**src/design/swrr_pkg.sv**
```systemverilog
// ----------------------------------------------------------------------------
// swrr_pkg
// Shared constants and codes for the smooth weighted round-robin chooser.
// ----------------------------------------------------------------------------
package swrr_pkg;

    // Default configuration of the chooser.
    localparam int DEF_NUM_ENDPOINTS = 8;
    localparam int DEF_WEIGHT_BITS   = 8;

    // Register file: eight weight registers, addressed by a four-bit index so
    // that writes beyond the list can be seen and ignored.
    localparam int NUM_REGS       = 8;
    localparam int CFG_INDEX_BITS = 4;

    // Fixed field widths of the request and result channels.
    localparam int TARGET_BITS = 3;
    localparam int CHOSEN_BITS = 3;
    localparam int STATUS_BITS = 2;

    // Request modes.
    localparam logic MODE_SELECT = 1'b0;
    localparam logic MODE_HEALTH = 1'b1;

    // Result status codes.
    localparam logic [STATUS_BITS-1:0] STATUS_CHOSEN = 2'd0;
    localparam logic [STATUS_BITS-1:0] STATUS_NONE   = 2'd1;
    localparam logic [STATUS_BITS-1:0] STATUS_HEALTH = 2'd2;

endpackage

```
**src/design/smooth_weighted_round_robin.sv**
```systemverilog
// ----------------------------------------------------------------------------
// smooth_weighted_round_robin
// Smooth weighted round-robin chooser over up to eight endpoints.
// A request is held in the input register, goes through the select pass and
// lands in the result register, from which the consumer takes it.
// Throughput: one request per cycle while the consumer keeps up, set by the
// select pass (increment, compare scan and winner subtract) between the two registers.
// Reset: synchronous, active low; weights return to 1, every endpoint is
// healthy, every current weight is zero and both stages are empty.
// ----------------------------------------------------------------------------
module smooth_weighted_round_robin
    import swrr_pkg::*;
#(
    parameter int NUM_ENDPOINTS = DEF_NUM_ENDPOINTS,
    parameter int WEIGHT_BITS   = DEF_WEIGHT_BITS
) (
    input  logic                      i_clk,
    input  logic                      i_rst_n,

    // Request channel.
    input  logic                      i_in_valid,
    output logic                      o_in_ready,
    input  logic                      i_mode,
    input  logic [TARGET_BITS-1:0]    i_target_index,
    input  logic                      i_set_healthy,

    // Result channel.
    output logic                      o_out_valid,
    input  logic                      i_out_ready,
    output logic [STATUS_BITS-1:0]    o_status,
    output logic [CHOSEN_BITS-1:0]    o_chosen_index,

    // Configuration write channel.
    input  logic                      i_cfg_valid,
    output logic                      o_cfg_ready,
    input  logic [CFG_INDEX_BITS-1:0] i_cfg_index,
    input  logic [WEIGHT_BITS-1:0]    i_cfg_data
);

    // The current weights carry five bits of headroom over a weight and
    // saturate at the limits of their signed range. One extra bit holds an
    // unsaturated add or subtract, and the total of the eligible weights
    // needs as many extra bits as it takes to number the endpoints.
    localparam int EP_IDX_BITS = $clog2(NUM_ENDPOINTS);
    localparam int CUR_BITS    = WEIGHT_BITS + 5;
    localparam int EXT_BITS    = CUR_BITS + 1;
    localparam int TOT_BITS    = WEIGHT_BITS + EP_IDX_BITS;

    localparam logic [CUR_BITS-1:0] CUR_MAX = {1'b0, {(CUR_BITS-1){1'b1}}};
    localparam logic [CUR_BITS-1:0] CUR_MIN = {1'b1, {(CUR_BITS-1){1'b0}}};

    // Clamp an extended result back into the current-weight range. The
    // result has overflowed when its two top bits disagree, and the top bit
    // then tells which limit applies.
    function automatic logic [CUR_BITS-1:0] sat_cur(input logic [EXT_BITS-1:0] value);
        logic [CUR_BITS-1:0] result;
        if (value[EXT_BITS-1] != value[EXT_BITS-2]) begin
            result = value[EXT_BITS-1] ? CUR_MIN : CUR_MAX;
        end else begin
            result = value[CUR_BITS-1:0];
        end
        return result;
    endfunction

    // ------------------------------------------------------------------
    // State: weights, health bits and signed current weights.
    // ------------------------------------------------------------------
    logic [WEIGHT_BITS-1:0] r_weight [NUM_ENDPOINTS];
    logic                   r_health [NUM_ENDPOINTS];
    logic [CUR_BITS-1:0]    r_cur    [NUM_ENDPOINTS];

    // Input register: one request waiting for the select pass.
    logic                   r_in_valid;
    logic                   r_in_mode;
    logic [TARGET_BITS-1:0] r_in_target;
    logic                   r_in_healthy;

    // Result register.
    logic                   r_out_valid;
    logic [STATUS_BITS-1:0] r_out_status;
    logic [CHOSEN_BITS-1:0] r_out_chosen;

    // The select pass moves forward whenever the result register is empty
    // or its result is being taken in this cycle. The input register takes
    // a new request whenever it is empty or its request moves on, so one
    // request per cycle flows through while the consumer keeps up.
    logic advance;
    logic fire;
    logic cfg_write;

    assign advance    = !r_out_valid || i_out_ready;
    assign fire       = r_in_valid && advance;
    assign o_in_ready = !r_in_valid || advance;
    assign o_cfg_ready = 1'b1;
    assign cfg_write  = i_cfg_valid && o_cfg_ready && (32'(i_cfg_index) < NUM_REGS);

    // ------------------------------------------------------------------
    // Select pass.
    // Every eligible endpoint (healthy, weight not zero) has its current
    // weight raised by its weight, with saturation. A scan from endpoint 0
    // upwards keeps the first strictly largest positive value, so ties go
    // to the lowest index. The winner then loses the total of the eligible
    // weights. When no endpoint holds a positive value the increments still
    // stand and the result reports that no endpoint was chosen.
    // ------------------------------------------------------------------
    logic [CUR_BITS-1:0]    n_inc [NUM_ENDPOINTS];
    logic [CUR_BITS-1:0]    n_cur [NUM_ENDPOINTS];
    logic [TOT_BITS-1:0]    n_total;
    logic [CUR_BITS-1:0]    n_best;
    logic [EP_IDX_BITS-1:0] n_win;
    logic                   n_found;
    logic [CUR_BITS-1:0]    n_win_cur;

    always_comb begin
        logic                elig;
        logic [EXT_BITS-1:0] sum_ext;
        n_total = '0;
        n_best  = '0;
        n_win   = '0;
        n_found = 1'b0;
        for (int i = 0; i < NUM_ENDPOINTS; i++) begin
            elig    = r_health[i] && (r_weight[i] != '0);
            sum_ext = {r_cur[i][CUR_BITS-1], r_cur[i]}
                    + {{(EXT_BITS-WEIGHT_BITS){1'b0}}, r_weight[i]};
            n_inc[i] = elig ? sat_cur(sum_ext) : r_cur[i];
            if (elig) begin
                n_total = n_total + {{(TOT_BITS-WEIGHT_BITS){1'b0}}, r_weight[i]};
                if ($signed(n_inc[i]) > $signed(n_best)) begin
                    n_best  = n_inc[i];
                    n_win   = EP_IDX_BITS'(i);
                    n_found = 1'b1;
                end
            end
        end
        n_win_cur = sat_cur({n_best[CUR_BITS-1], n_best}
                          - {{(EXT_BITS-TOT_BITS){1'b0}}, n_total});
        // Next current weights: the increments, with the winner's reduced
        // value in its own slot.
        for (int i = 0; i < NUM_ENDPOINTS; i++) begin
            n_cur[i] = (n_found && (n_win == EP_IDX_BITS'(i))) ? n_win_cur : n_inc[i];
        end
    end

    // ------------------------------------------------------------------
    // Input register.
    // ------------------------------------------------------------------
    always_ff @(posedge i_clk) begin
        if (!i_rst_n) begin
            r_in_valid <= 1'b0;
        end else if (o_in_ready) begin
            r_in_valid <= i_in_valid;
        end
    end

    always_ff @(posedge i_clk) begin
        if (i_in_valid && o_in_ready) begin
            r_in_mode    <= i_mode;
            r_in_target  <= i_target_index;
            r_in_healthy <= i_set_healthy;
        end
    end

    // ------------------------------------------------------------------
    // State update. A health update writes one health bit when its target
    // names an endpoint that exists. A select request stores the increments
    // and the winner's reduced value. A configuration write to one of the eight
    // registers clears every current weight; it is to arrive only while the
    // block is idle, which the block itself does not enforce (a write wins over a
    // select request in the same cycle). Registers at or above the endpoint count are unused.
    // ------------------------------------------------------------------
    always_ff @(posedge i_clk) begin
        if (!i_rst_n) begin
            for (int i = 0; i < NUM_ENDPOINTS; i++) begin
                r_weight[i] <= WEIGHT_BITS'(1);
                r_health[i] <= 1'b1;
                r_cur[i]    <= '0;
            end
        end else begin
            if (fire && (r_in_mode == MODE_HEALTH)) begin
                if (32'(r_in_target) < NUM_ENDPOINTS) begin
                    r_health[r_in_target[EP_IDX_BITS-1:0]] <= r_in_healthy;
                end
            end
            if (cfg_write) begin
                if (32'(i_cfg_index) < NUM_ENDPOINTS) begin
                    r_weight[i_cfg_index[EP_IDX_BITS-1:0]] <= i_cfg_data;
                end
                for (int i = 0; i < NUM_ENDPOINTS; i++) begin
                    r_cur[i] <= '0;
                end
            end else if (fire && (r_in_mode == MODE_SELECT)) begin
                for (int i = 0; i < NUM_ENDPOINTS; i++) begin
                    r_cur[i] <= n_cur[i];
                end
            end
        end
    end

    // ------------------------------------------------------------------
    // Result register.
    // ------------------------------------------------------------------
    always_ff @(posedge i_clk) begin
        if (!i_rst_n) begin
            r_out_valid <= 1'b0;
        end else if (advance) begin
            r_out_valid <= r_in_valid;
        end
    end

    always_ff @(posedge i_clk) begin
        if (fire) begin
            if (r_in_mode == MODE_HEALTH) begin
                r_out_status <= STATUS_HEALTH;
                r_out_chosen <= '0;
            end else if (n_found) begin
                r_out_status <= STATUS_CHOSEN;
                r_out_chosen <= CHOSEN_BITS'(n_win);
            end else begin
                r_out_status <= STATUS_NONE;
                r_out_chosen <= '0;
            end
        end
    end

    assign o_out_valid    = r_out_valid;
    assign o_status       = r_out_status;
    assign o_chosen_index = r_out_chosen;

endmodule

```
**config.mk**
```make
export PLATFORM = sky130hd
export DESIGN_NAME = smooth_weighted_round_robin
export DESIGN_NICKNAME = d
export VERILOG_FILES = /design/src/design/swrr_pkg.sv /design/src/design/smooth_weighted_round_robin.sv
export SDC_FILE = /design/constraint.sdc
export NUM_CORES = 1
export LEC_CHECK = 0
export BUFFER_PORTS_ARGS = -buffer_cell sky130_fd_sc_hd__buf_2
export CORE_MARGIN = 4
export CORE_UTILIZATION = 30
export DETAILED_ROUTE_END_ITERATION = 16
export PLACE_DENSITY = 0.49
export SETUP_SLACK_MARGIN = 0.4
export SYNTH_ARGS = -nofsm -noshare
export SYNTH_HDL_FRONTEND = slang
export SYNTH_SLANG_ARGS = --single-unit
```
**constraint.sdc**
```tcl
create_clock -name i_clk -period 58.3 [get_ports i_clk]
set_clock_uncertainty 0.2 [all_clocks]
set_input_delay 2.915 -clock i_clk [delete_from_list [all_inputs] [get_ports i_clk]]
set_output_delay 2.915 -clock i_clk [all_outputs]
set_load 0.02 [all_outputs]
```
; After elaboration in Yosys (flattened, before gate mapping)
; Memory sizes are Yosys's and may differ from the RTL's.
; Cells that the tools add are included.
[totals]
output_inout_bits = 8
regBits = 12
mem_count = 3
ramBits = 176
wordCells = 232
[memory_table]
columns = memory, depth, word_bits, rd, rd_clocked_by_memory_dff, wr, line
row1 = r_cur, 8, 13, 8, 0, 8, smooth_weighted_round_robin.sv:70  ; logic [CUR_BITS-1:0] r_cur [NUM_ENDPOINTS];
row2 = r_weight, 8, 8, 8, 0, 8, smooth_weighted_round_robin.sv:68  ; logic [WEIGHT_BITS-1:0] r_weight [NUM_ENDPOINTS];
row3 = r_health, 8, 1, 8, 0, 8, smooth_weighted_round_robin.sv:69  ; logic r_health [NUM_ENDPOINTS];
[op_classes]
magnitude_cmp = 9
n_mux = 126
bitwise_logic = 18
add_sub_neg = 16
eq_ne = 16
reduce_logical = 37
[op_table]
columns = operator, n
row1 = 13-bit two-way mux, 66
row2 = 13-bit by 9-bit adder with 14-bit output, 8
row3 = 13-bit > comparator, 7
row4 = 11-bit by 8-bit adder with 11-bit output, 7
row5 = 11-bit two-way mux, 7
row6 = 8-bit nonzero test, 8
row7 = 3-bit two-way mux, 14
row8 = 1-bit two-way mux, 37
row9 = 1-bit logical AND, 21
row10 = 8-bit two-way mux, 2
row11 = 1-bit bitwise OR, 16
row12 = 13-bit by 12-bit subtractor with 14-bit output, 1
row13 = "13-bit by 1-bit > comparator with 1-bit output, second input constant", 1
row14 = "3-bit == test, second input constant", 4
row15 = 1-bit != test, 9
row16 = 8-bit OR reduction, 1
row17 = "3-bit by 2-bit == test with 1-bit output, second input constant", 2
row18 = "4-bit less-than comparator, second input constant", 1
row19 = "3-bit by 1-bit == test with 1-bit output, second input constant", 1
row20 = 3-bit logical NOT, 1
row21 = 1-bit logical NOT, 2
row22 = 1-bit logical OR, 2
row23 = 1-bit NOT, 2
row24 = 2-bit OR reduction, 1
row25 = 1-bit OR reduction, 1

; Longest topological paths before layout
; An unclocked memory read counts as a cell.
[logic_depth]
ltp_word = 34
ltp_mapped = 126

; Least setup slack after synthesis
; Ideal clock, no wire load.
[synth_timing]
kind = register -> register
from = mem r_weight[0][0] (netlist bit)
to = mem r_cur[1][42] (netlist bit) (data pin)
setup_time_ns = 0.270
n_path_buf = 14
arrival_time_ns = 22.777
period_less_slack_ns = 23.248
required_ns = 57.830
path_slack_ns = 35.052
path_stages_with_launch = 116
path_cell_list = edfxtp_1 -> ha_1 -> inv_1 -> fa_1 -> and2b_1 -> o31a_1 -> a41oi_2 -> nor2_1 -> xnor2_1 -> ha_1 -> clkbuf_1 -> inv_1 -> buf_2 -> o311ai_0 -> a2111oi_0 -> nand3_1 -> nor4_1 -> nor2_1 -> [80 not listed] -> a21oi_1 -> o21bai_1 -> a21oi_1 -> o21bai_1 -> a21o_1 -> a21oi_1 -> nand2_1 -> and2_1 -> mux2i_1 -> inv_2 -> buf_6 -> ha_1 -> clkbuf_1 -> inv_1 -> clkbuf_1 -> nor2_1 -> a21oi_2 -> a21oi_1
[synth_lines]
columns = item, line
row1 = start: declaration, smooth_weighted_round_robin.sv:68
row2 = end: declaration, smooth_weighted_round_robin.sv:70

==> results.json <==
{
  "run_status": "finished clean",
  "synth_seq_cells": 188,
  "diodes": 0,
  "dp_slack_ns": 30.99,
  "dp_hpwl_um": 63000,
  "fillers": 7427,
  "cts_max_level": 4,
  "tns_ns": 0,
  "cts-root-buf": "clkbuf_16",
  "fmax_mhz": 35.7,
  "crit_path_frequent_cell": "ha_1",
  "cts.sinks": 188,
  "routed.top_layer": "met5",
  "clockBufferDepth": 2,
  "drcViolationCount": 0,
  "dp.cells": 3580,
  "path_delay_family": "compound AO/OA/AOI/OAI gates",
  "fp.dieH_um": 276,
  "die_x_um": 276,
  "crit_buf_inv": 6,
  "initial_core_util_pct": 30.5,
  "io_buffer_count": 28,
  "worstPathMaxFanout": 27,
  "slowest_delay_ns": 0.96,
  "dr.pass1.iters": 6,
  "viasPerCell": 5.69,
  "wl_met3_um": 5520,
  "initialDrtViolationCount": 1952,
  "finalCriticalPeriod_ns": 28.03,
  "grt-ovfl-total": 0,
  "synth_cells": 2694,
  "die_area_um2": 76100,
  "num_rows": 97,
  "hold_class": "reg2reg",
  "seq_area_frac_synth_pct": 25.5,
  "async_reset_ff_share_pct": 0,
  "setup_viol": 0,
  "final_common_cell": "nor2_1",
  "ant_nets": 0,
  "grt_setup_unrepaired": "no",
  "antenna_found_initial": 5,
  "grt_pass1_vias": 19400,
  "critPathCaptureType": "flop",
  "crit_arrival_ns": 28.02,
  "drt_wl_total_um": 82700,
  "critical-path-slowest-cell": "a21boi_2",
  "wl_met1_um": 36300,
  "syn_area_um2": 21500,
  "clk_pin_slew_worst_paths_ns": 0.08,
  "synth.avg_cell_area_um2": 7.99,
  "routabilityCongestion": 0.930,
  "tritoncts": "done",
  "yosysWarnings": 0,
  "routedWlPerCell_um": 22.9,
  "finalHoldViolations": 0,
  "post-route-period-util_pct": 48.1,
  "required_ns": 58.29,
  "cts_resized": 0,
  "ios": 30,
  "setup_ws_ns": 30.27,
  "cts_setup_buffers": 0,
  "worst_pin_slew_ns": 1.25,
  "synth-edff-count": 173,
  "fin_hold_ws_ns": 0.337,
  "drive_above_1_share_pct": 6.40,
  "cts_inserted_buffers": 17,
  "final_nets": 2911,
  "max-cap-violations": 0,
  "clock_latency_ns": 0.51,
  "vias": 20600,
  "relSlewSlack_pct": 16.8,
  "hold_buffers": 0,
  "cp-start-kind": "flop",
  "syn_to_final_growth_pct": 8.01,
  "core_area_um2": 70600,
  "layoutNonFillerInstCount": 3612,
  "final_cell_mix": "nor2_1 (286), nand2_1 (253), a21oi_1 (251), o21ai_0 (231), ha_1 (214)",
  "met2WireLength_um": 37300,
  "grt_pass1_wl_um": 121000,
  "synth_ff_type": "edfxtp_1",
  "critPathKind": "reg2reg",
  "grt_max_degree": 65,
  "grt_usage_pct": 21.5,
  "ys_types": 114,
  "slew_viol_final": 0
}
==> cells in the mapped netlist (all sizes together) (41+ instances only) <==
master	number	area [um^2]
nor2	289	1090
o21ai	258	1300
nand2	257	977
a21oi	256	1300
ha	214	2680
edfxtp	173	5190
inv	132	495
and2	82	514
a21o	80	601
xnor2	76	666
clkbuf	73	274
nor3	70	365
nand3	51	255
a211oi	44	345
nor2b	44	275
mux2i	41	414
==> metrics by stage <==
| stage | instance area [um^2] | utilization (%) |
|---|---|---|
| 2_1_floorplan | 21500 | - |
| 3_3_place_gp | 22600 | 32.1 |
| 3_5_place_dp | 22600 | 32.1 |
| 4_1_cts | 23300 | 32.9 |
| 5_1_grt | 23300 | 32.9 |
| 6_report | 23300 | 32.9 |
==> registers in the layout, indices dropped and copies added (netlist names) <==
name,flops
r_in_mode,1
o_out_valid,1
o_chosen_index,3
r_in_healthy,1
r_cur,104
r_in_target,3
o_status,2
r_weight,64
r_health,8
r_in_valid,1
==> per-layer routing <==
layer,up-vias,track usage [%]
li1,9838,-
met1,9873,28.2
met2,709,34.4
met3,136,4.43
met4,4,9.00
met5,-,0
==> kinds of logic after synthesis <==
family | count (synthesis) | share of synthesized area [%]
xor+xnor | 112 | 4.55
other cells | 1 | 0.0174
fa+ha+maj | 233 | 14.1
simple gates | 963 | 21.6
compound gates | 900 | 27.2
buf+inv | 244 | 4.50
mux | 53 | 2.55
flops | 188 | 25.5
==> worst paths after layout <==
kind | slack (ns) | end | depth (start not counted) | startpoint
hold reg to reg | 0.34 | o_out_valid | 1 | r_in_valid
setup / recovery | 30.27 | r_cur[1][40] | 99 | r_cur[0][0]
setup reg to reg | 30.27 | r_cur[1][40] | 99 | r_cur[0][0]
hold / removal | 0.34 | o_out_valid | 1 | r_in_valid
==> worst register-to-register path: cells and delay by family, from the launching register on <==
| family | cells | cell delay, ns |
|---|---|---|
| AO/OA/AOI/OAI | 43 | 12.38 |
| XOR/XNOR | 2 | 0.27 |
| adder cells (fa/ha/maj) | 13 | 4.69 |
| buffers and inverters | 6 | 1.14 |
| flip-flops | 1 | 0.41 |
| multiplexers | 3 | 1.53 |
| AND/OR/NAND/NOR | 32 | 7.08 |
==> final cells by class <==
class / count / area, um^2 / area share (%)
inverter: 132 / 495 / 2.13
clock buffer: 18 / 439 / 1.89
sequential: 188 / 5500 / 23.6
clock inverter: 14 / 180 / 0.775
timing repair buffer: 57 / 358 / 1.54
tap: 940 / 1180 / 5.06
multi-input combinational: 2263 / 15100 / 65.0
Power is not shown: default switching activity piles up to over one toggle a cycle in this logic, so the estimate is an artifact.
